$ cat config.mk
export PLATFORM = sky130hd
export DESIGN_NAME = label_propagation_vertex_update
export DESIGN_NICKNAME = d
export VERILOG_FILES = /design/src/lpvu_pkg.sv /design/src/label_propagation_vertex_update.sv /design/src/lpvu_ctrl.sv /design/src/lpvu_dpath.sv
export VERILOG_INCLUDE_DIRS = /design/src /design/src/src
export SDC_FILE = /design/constraint.sdc
export NUM_CORES = 2
export LEC_CHECK = 0
export ABC_AREA = 0
export CORE_ASPECT_RATIO = 0.5
export CORE_MARGIN = 2
export CORE_UTILIZATION = 55
export DETAILED_ROUTE_END_ITERATION = 10
export DONT_BUFFER_PORTS = 1
export PLACE_DENSITY = 0.7
export SLEW_MARGIN = 10
export SYNTH_ARGS = -nofsm -noshare
export SYNTH_HDL_FRONTEND = slang
export SYNTH_SLANG_ARGS = --single-unit
export TNS_END_PERCENT = 5
$ cat constraint.sdc
create_clock -name clk -period 10.7 [get_ports clk]
set_input_delay 0.535 -clock clk [delete_from_list [all_inputs] [get_ports clk]]
set_output_delay 0.535 -clock clk [all_outputs]
set_load 0.05 [all_outputs]
$ cat src/assert_macros.svh
// ----------------------------------------------------------------------------
// assert_macros.svh
// Shared concurrent assertion macros for the label propagation block.
// ----------------------------------------------------------------------------
`ifndef ASSERT_MACROS_SVH
`define ASSERT_MACROS_SVH

// Check a condition at every clock edge outside reset.
`define ASSERT_ALWAYS(label, clk, rst_n, cond) \
    label: assert property (@(posedge clk) disable iff (!rst_n) (cond)) \
        else $error("assertion failed: invariant");

// Check that a trigger implies a condition in the same cycle.
`define ASSERT_IMPLIES(label, clk, rst_n, trig, cond) \
    label: assert property (@(posedge clk) disable iff (!rst_n) (trig) |-> (cond)) \
        else $error("assertion failed: same-cycle implication");

// Check that a trigger implies a condition in the next cycle.
`define ASSERT_NEXT(label, clk, rst_n, trig, cond) \
    label: assert property (@(posedge clk) disable iff (!rst_n) (trig) |=> (cond)) \
        else $error("assertion failed: next-cycle implication");

`endif

$ cat src/lpvu_pkg.sv
// ----------------------------------------------------------------------------
// lpvu_pkg
// Types and defaults shared by the vertex update controller and datapath.
// ----------------------------------------------------------------------------
`timescale 1ns / 1ps
`default_nettype none

package lpvu_pkg;

    localparam int unsigned MAX_DISTINCT_DEF = 64;
    localparam int unsigned LABEL_BITS_DEF   = 32;
    localparam int unsigned COUNT_BITS_DEF   = 16;

    localparam int unsigned PORT_LABEL_BITS  = 32;

    typedef enum logic [1:0] {
        S_IDLE,
        S_READ,
        S_CMP,
        S_FINISH
    } state_t;

    typedef struct packed {
        logic load;
        logic rd_en;
        logic idx_inc;
        logic insert;
        logic bump;
        logic set_ovf;
        logic out_load;
    } cmd_t;

    typedef struct packed {
        logic in_none;
        logic in_last;
        logic last;
        logic idx_at_end;
        logic hit;
        logic full;
        logic out_free;
    } status_t;

endpackage

`default_nettype wire

$ cat src/label_propagation_vertex_update.sv
// ----------------------------------------------------------------------------
// label_propagation_vertex_update
// Counts a vertex's neighbor labels and returns the most frequent one.
// ----------------------------------------------------------------------------
// One neighbor word is taken at a time. Each word scans the label memory
// entry by entry (registered memory read, then compare) until its label
// hits or the used entries run out, then bumps that count, inserts a new
// entry or flags overflow if the table is full; a word with no_neighbors
// set skips the scan. A word with is_last then loads the result register,
// waiting while it is still full; the result may wait there while the next
// word is already taken. The result register frees as out_ready is seen.
// ----------------------------------------------------------------------------
`timescale 1ns / 1ps
`default_nettype none

module label_propagation_vertex_update #(
    parameter int unsigned MAX_DISTINCT = lpvu_pkg::MAX_DISTINCT_DEF,
    parameter int unsigned LABEL_BITS   = lpvu_pkg::LABEL_BITS_DEF,
    parameter int unsigned COUNT_BITS   = lpvu_pkg::COUNT_BITS_DEF
) (
    input  wire logic                                  clk,
    input  wire logic                                  rst_n,
    input  wire logic                                  in_valid,
    output logic                                       in_ready,
    input  wire logic [lpvu_pkg::PORT_LABEL_BITS-1:0]  neighbor_label,
    input  wire logic [lpvu_pkg::PORT_LABEL_BITS-1:0]  own_label,
    input  wire logic [lpvu_pkg::PORT_LABEL_BITS-1:0]  prev_label,
    input  wire logic                                  is_first,
    input  wire logic                                  is_last,
    input  wire logic                                  no_neighbors,
    output logic                                       out_valid,
    input  wire logic                                  out_ready,
    output logic [lpvu_pkg::PORT_LABEL_BITS-1:0]       new_label,
    output logic                                       converged,
    output logic                                       table_overflow
);
    import lpvu_pkg::*;

    cmd_t    cmd;
    status_t sts;

    lpvu_ctrl u_ctrl (
        .clk      (clk),
        .rst_n    (rst_n),
        .in_valid (in_valid),
        .in_ready (in_ready),
        .sts      (sts),
        .cmd      (cmd)
    );

    lpvu_dpath #(
        .MAX_DISTINCT (MAX_DISTINCT),
        .LABEL_BITS   (LABEL_BITS),
        .COUNT_BITS   (COUNT_BITS)
    ) u_dpath (
        .clk            (clk),
        .rst_n          (rst_n),
        .cmd            (cmd),
        .sts            (sts),
        .neighbor_label (neighbor_label),
        .own_label      (own_label),
        .prev_label     (prev_label),
        .is_first       (is_first),
        .is_last        (is_last),
        .no_neighbors   (no_neighbors),
        .out_valid      (out_valid),
        .out_ready      (out_ready),
        .new_label      (new_label),
        .converged      (converged),
        .table_overflow (table_overflow)
    );

endmodule

`default_nettype wire

$ cat src/lpvu_ctrl.sv
// ----------------------------------------------------------------------------
// lpvu_ctrl
// Sequencer for one neighbor word: table scan, hit, insert or overflow, result hand-off.
// ----------------------------------------------------------------------------
`timescale 1ns / 1ps
`default_nettype none

module lpvu_ctrl (
    input  wire logic            clk,
    input  wire logic            rst_n,
    input  wire logic            in_valid,
    output logic                 in_ready,
    input  wire lpvu_pkg::status_t sts,
    output lpvu_pkg::cmd_t       cmd
);
    import lpvu_pkg::*;

    `include "assert_macros.svh"

    state_t state_reg;
    state_t state_next;
    state_t done_state;

    always_ff @(posedge clk or negedge rst_n)
    begin
        if (!rst_n)
        begin
            state_reg <= S_IDLE;
        end
        else
        begin
            state_reg <= state_next;
        end
    end

    always_comb
    begin
        cmd        = '0;
        in_ready   = 1'b0;
        state_next = state_reg;
        done_state = sts.last ? S_FINISH : S_IDLE;
        unique case (state_reg)
            S_IDLE:
            begin
                in_ready = 1'b1;
                if (in_valid)
                begin
                    cmd.load = 1'b1;
                    if (sts.in_none)
                    begin
                        state_next = sts.in_last ? S_FINISH : S_IDLE;
                    end
                    else
                    begin
                        state_next = S_READ;
                    end
                end
            end
            S_READ:
            begin
                if (sts.idx_at_end)
                begin
                    if (sts.full)
                    begin
                        cmd.set_ovf = 1'b1;
                    end
                    else
                    begin
                        cmd.insert = 1'b1;
                    end
                    state_next = done_state;
                end
                else
                begin
                    cmd.rd_en  = 1'b1;
                    state_next = S_CMP;
                end
            end
            S_CMP:
            begin
                if (sts.hit)
                begin
                    cmd.bump   = 1'b1;
                    state_next = done_state;
                end
                else
                begin
                    cmd.idx_inc = 1'b1;
                    state_next  = S_READ;
                end
            end
            S_FINISH:
            begin
                if (sts.out_free)
                begin
                    cmd.out_load = 1'b1;
                    state_next   = S_IDLE;
                end
            end
            default:
            begin
                state_next = S_IDLE;
            end
        endcase
    end

    `ASSERT_IMPLIES(a_insert_room, clk, rst_n, cmd.insert, !sts.full)
    `ASSERT_NEXT(a_load_to_scan, clk, rst_n, cmd.load && !sts.in_none, state_reg == S_READ)

endmodule

`default_nettype wire

$ cat src/lpvu_dpath.sv
// ----------------------------------------------------------------------------
// lpvu_dpath
// Label and count memories, running best label and the result register.
// ----------------------------------------------------------------------------
`timescale 1ns / 1ps
`default_nettype none

module lpvu_dpath #(
    parameter int unsigned MAX_DISTINCT = lpvu_pkg::MAX_DISTINCT_DEF,
    parameter int unsigned LABEL_BITS   = lpvu_pkg::LABEL_BITS_DEF,
    parameter int unsigned COUNT_BITS   = lpvu_pkg::COUNT_BITS_DEF
) (
    input  wire logic                                  clk,
    input  wire logic                                  rst_n,
    input  wire lpvu_pkg::cmd_t                        cmd,
    output lpvu_pkg::status_t                          sts,
    input  wire logic [lpvu_pkg::PORT_LABEL_BITS-1:0]  neighbor_label,
    input  wire logic [lpvu_pkg::PORT_LABEL_BITS-1:0]  own_label,
    input  wire logic [lpvu_pkg::PORT_LABEL_BITS-1:0]  prev_label,
    input  wire logic                                  is_first,
    input  wire logic                                  is_last,
    input  wire logic                                  no_neighbors,
    output logic                                       out_valid,
    input  wire logic                                  out_ready,
    output logic [lpvu_pkg::PORT_LABEL_BITS-1:0]       new_label,
    output logic                                       converged,
    output logic                                       table_overflow
);
    import lpvu_pkg::*;

    `include "assert_macros.svh"

    localparam int unsigned UW = $clog2(MAX_DISTINCT + 1);
    localparam int unsigned AW = (MAX_DISTINCT > 1) ? $clog2(MAX_DISTINCT) : 1;

    logic [LABEL_BITS-1:0] label_mem [MAX_DISTINCT];
    logic [COUNT_BITS-1:0] count_mem [MAX_DISTINCT];

    logic [LABEL_BITS-1:0]      nbr_reg;
    logic [LABEL_BITS-1:0]      prev_reg;
    logic                       last_reg;
    logic [UW-1:0]              used_reg;
    logic [UW-1:0]              idx_reg;
    logic [COUNT_BITS-1:0]      best_count_reg;
    logic [LABEL_BITS-1:0]      best_label_reg;
    logic                       ovf_reg;
    logic [LABEL_BITS-1:0]      rd_label_reg;
    logic [COUNT_BITS-1:0]      rd_count_reg;
    logic                       out_valid_reg;
    logic [PORT_LABEL_BITS-1:0] out_label_reg;
    logic                       out_conv_reg;
    logic                       out_ovf_reg;

    logic [COUNT_BITS-1:0]      sat_count;
    logic [COUNT_BITS-1:0]      cand_count;
    logic                       best_upd;

    assign sat_count  = (rd_count_reg == '1) ? rd_count_reg
                                             : rd_count_reg + COUNT_BITS'(1);
    assign cand_count = cmd.insert ? COUNT_BITS'(1) : sat_count;
    assign best_upd   = (cmd.insert || cmd.bump)
                        && ((best_count_reg < cand_count)
                            || ((best_count_reg == cand_count)
                                && (nbr_reg > best_label_reg)));

    always_comb
    begin
        sts.in_none    = no_neighbors;
        sts.in_last    = is_last;
        sts.last       = last_reg;
        sts.idx_at_end = (idx_reg == used_reg);
        sts.hit        = (rd_label_reg == nbr_reg);
        sts.full       = (used_reg == UW'(MAX_DISTINCT));
        sts.out_free   = !out_valid_reg || out_ready;
    end

    always_ff @(posedge clk or negedge rst_n)
    begin
        if (!rst_n)
        begin
            last_reg       <= 1'b0;
            used_reg       <= '0;
            idx_reg        <= '0;
            best_count_reg <= '0;
            best_label_reg <= '0;
            ovf_reg        <= 1'b0;
            out_valid_reg  <= 1'b0;
        end
        else
        begin
            if (cmd.load)
            begin
                last_reg <= is_last;
                idx_reg  <= '0;
                if (is_first)
                begin
                    used_reg       <= '0;
                    best_count_reg <= '0;
                    best_label_reg <= LABEL_BITS'(own_label);
                    ovf_reg        <= 1'b0;
                end
            end
            if (cmd.idx_inc)
            begin
                idx_reg <= idx_reg + UW'(1);
            end
            if (cmd.insert)
            begin
                used_reg <= used_reg + UW'(1);
            end
            if (cmd.set_ovf)
            begin
                ovf_reg <= 1'b1;
            end
            if (best_upd)
            begin
                best_count_reg <= cand_count;
                best_label_reg <= nbr_reg;
            end
            if (cmd.out_load)
            begin
                out_valid_reg <= 1'b1;
            end
            else if (out_ready)
            begin
                out_valid_reg <= 1'b0;
            end
        end
    end

    always_ff @(posedge clk)
    begin
        if (cmd.load)
        begin
            nbr_reg  <= LABEL_BITS'(neighbor_label);
            prev_reg <= LABEL_BITS'(prev_label);
        end
        if (cmd.out_load)
        begin
            out_label_reg <= PORT_LABEL_BITS'(best_label_reg);
            out_conv_reg  <= (best_label_reg == prev_reg);
            out_ovf_reg   <= ovf_reg;
        end
    end

    always_ff @(posedge clk)
    begin
        if (cmd.insert)
        begin
            label_mem[used_reg[AW-1:0]] <= nbr_reg;
            count_mem[used_reg[AW-1:0]] <= COUNT_BITS'(1);
        end
        else if (cmd.bump)
        begin
            count_mem[idx_reg[AW-1:0]] <= sat_count;
        end
        if (cmd.rd_en)
        begin
            rd_label_reg <= label_mem[idx_reg[AW-1:0]];
            rd_count_reg <= count_mem[idx_reg[AW-1:0]];
        end
    end

    assign out_valid      = out_valid_reg;
    assign new_label      = out_label_reg;
    assign converged      = out_conv_reg;
    assign table_overflow = out_ovf_reg;

    `ASSERT_ALWAYS(a_scan_in_table, clk, rst_n, idx_reg <= used_reg)
    `ASSERT_NEXT(a_insert_best, clk, rst_n, cmd.insert, best_count_reg != '0)

endmodule

`default_nettype wire

==> flow_summary.ini <==
[worst_setup_path]
end_kind = flop
r2r_start = u_dpath.idx_reg[1]
cp-startpoint = u_dpath.idx_reg[1]
start_kind = flop
r2r_cells = 9
r2r-end = u_dpath.rd_label_reg[7]
reg2reg_slack_ns = 3.89
worstSetupPathType = flop to flop
path_max_fanout = 150
critPathRequiredTime_ns = 11.25
worst_ep_arrival_time_ns = 7.36

[cts]
cts_resized = 0
clk_path_buf_depth = 4
clockRootBuffer = clkbuf_16
clock_latency_ns = 0.86
ctsHtreeMaxLevel = 5
clk_pin_slew_worst_paths_ns = 0.06
postCtsSetupRepairBufs = 0
cts_tree = done
hold_buffers = 103
clkSinkCount = 3285
cts_buffers = 288

[layout]
layout_commonest_cell = edfxtp_1
regArea_sq_mm = 0.09833
drive_gt1_frac = 0.3082
nets = 5871
fillers = 14920
multi_input_area_sq_mm = 0.02842
layout_common_cells = edfxtp_1 (3218), mux4_2 (985), clkbuf_16 (299), buf_4 (245), dlygate4sd3_1 (102)
area_growth_pct = 12.50
largest_reg_flops = 2048

[placement]
hpwl_mm = 174.3
port_buffers = 0
gp_congestion = 0.8207

[synth]
ys_seq_elements = 3285
ys_types = 55
ys_warn_count = 0
syn_inst = 5355
synth_top_area_share = 0.7609
ys_seq_area_frac = 0.7741
ys_async_sr_fraction = 0.02040
synth-edff-count = 3218
ys.flop_type = edfxtp_1
syn_nets = 5510
synth_area_leader_cell = edfxtp_1
syn_avg_cell_area_sq_um = 23.72
ys_top_cells_by_area = edfxtp_1 (76%), mux4_2 (17%), dfrtp_1 (1.3%)
synth_area_sq_mm = 0.1270

[routing]
drc = 0
ant_nets = 0
avgRoutedWirePerCell_um = 35.15
routed_wl_mm = 317.2
first_pass_iters = 5
vias = 60480
drt_iter0_drc = 9156
viasPerCell = 6.703

[power]
p_sw_w = 0.008039
p_leak_nw = 40.94
pwr-share-clk = 0.333
intPower_w = 0.02274
cellPowerDensity_mw_per_mm2 = 215.4
p_comb_frac = 0.170
ir_drop_mv = 0.1923
p_sw_frac = 0.2612
pwr-share-seq = 0.497

[timing]
slew_viol_final = 0
fin_crit_ns = 6.806
finClkSkew_ns = 0.03611
fmaxAchievable_ghz = 0.1469
setup_viol = 0
finalHoldViolations = 0
rsz0062_at_grt = false
max_slew_margin = 0.1674
min_period_over_period = 0.6360
tns_ns = 0
hold_slack_ns = 0.05796
tightest_slew_ns = 1.249

[global_routing]
grt_pass1_vias = 60870
grt_start_max_net_pins = 151
grt_pass1_wl_mm = 450.3
antenna_found_initial = 28
track_usage = 0.2708
grt_overflow = 0

[job]
cap_violations = 0

[worst_hold_path]
hold_path_class = input pin to flop
hold_start = in_valid
worstHoldPathCells = 3
whs_endpoint = u_ctrl.state_reg[0]

[die]
coreArea_sq_mm = 0.2290
initial_utilization = 0.5546
io_pins = 139
dieArea_sq_mm = 0.2350
die_w_um = 683.6
die_y_um = 343.8
rows = 124

[outcome]
outcome = finished clean
-- routing by layer --
metal,GRT usage,up-vias,share of wire
li1,-,23650,-
met2,0.4318,3647,0.48
met1,0.3811,32640,0.38
met3,0.06204,530,0.11
met4,0.08319,8,0.032
met5,0,-,0.00018
-- Yosys cell counts (42+ instances only) --
library cell and number:
a21oi_1 60, buf_2 106, clkbuf_1 144, dfrtp_1 67, edfxtp_1 3218, ha_1 52
inv_1 43, mux2i_1 66, mux4_2 985, nand2_1 73, nor2_1 118, nor4_1 71
o21ai_0 42, xor2_1 68
-- power groups by stage --
stage | registers, W | clock network (W) | logic (W)
2_1_floorplan | 0.0155 | 0 | 0.00340
3_3_place_gp | 0.0155 | 0 | 0.00503
3_5_place_dp | 0.0156 | 0 | 0.00517
4_1_cts | 0.0153 | 0.0104 | 0.00524
5_1_grt | 0.0153 | 0.0108 | 0.00556
6_report | 0.0153 | 0.0103 | 0.00523
-- cell families after synthesis --
logic type,share of synthesized area
AO/OA/AOI/OAI,0.006956
XOR/XNOR,0.005724
adder cells (fa/ha/maj),0.005123
buffers and inverters,0.01080
flip-flops,0.7741
multiplexers,0.1821
AND/OR/NAND/NOR,0.01519
-- critical path: stages (launching register included) --
cell and delay, ns:
dfrtp_4 1.03, buf_12 0.61, buf_4 0.93, buf_4 0.88
buf_4 0.93, mux4_2 0.44, mux4_2 0.52, mux2_2 0.31
nand2_1 0.07, o21ai_0 0.09
-- through the flow --
| step | instance area (sq um) | setup slack [ns] | total power (W) | util | cells |
|---|---|---|---|---|---|
| after floorplan | 127000 | 5.792 | 0.01895 | - | 5355 |
| after global placement | 132700 | 2.879 | 0.02057 | 0.5794 | 8407 |
| after detailed placement | 132700 | 3.599 | 0.02072 | 0.5796 | 8409 |
| after CTS | 142800 | 3.573 | 0.03087 | 0.6237 | 9017 |
| after global routing | 142900 | 3.825 | 0.03172 | 0.6239 | 9021 |
| final | 142900 | 3.894 | 0.03077 | 0.6239 | 9023 |
-- area by class of cell --
cell class,instances,area share
antenna,5,0.00008757
clock buffer,370,0.05452
clock inverter,135,0.008933
inverter,44,0.001174
multi-input combinational,1742,0.1989
sequential,3285,0.6882
tap,3087,0.02703
timing repair buffer,355,0.02113
-- how the worst max path moves through the flow --
stage          cells after the start  slack, ns                          to
2_1_floorplan                      7       5.79    u_dpath.count_mem[48][0]
3_3_place_gp                      13       2.88  u_dpath.best_count_reg[14]
3_5_place_dp                      13       3.60  u_dpath.best_count_reg[14]
4_1_cts                           13       3.57  u_dpath.best_count_reg[10]
5_1_grt                            9       3.83     u_dpath.rd_label_reg[7]
6_report                           9       3.89     u_dpath.rd_label_reg[7]
(Power assumes the default switching activity.)
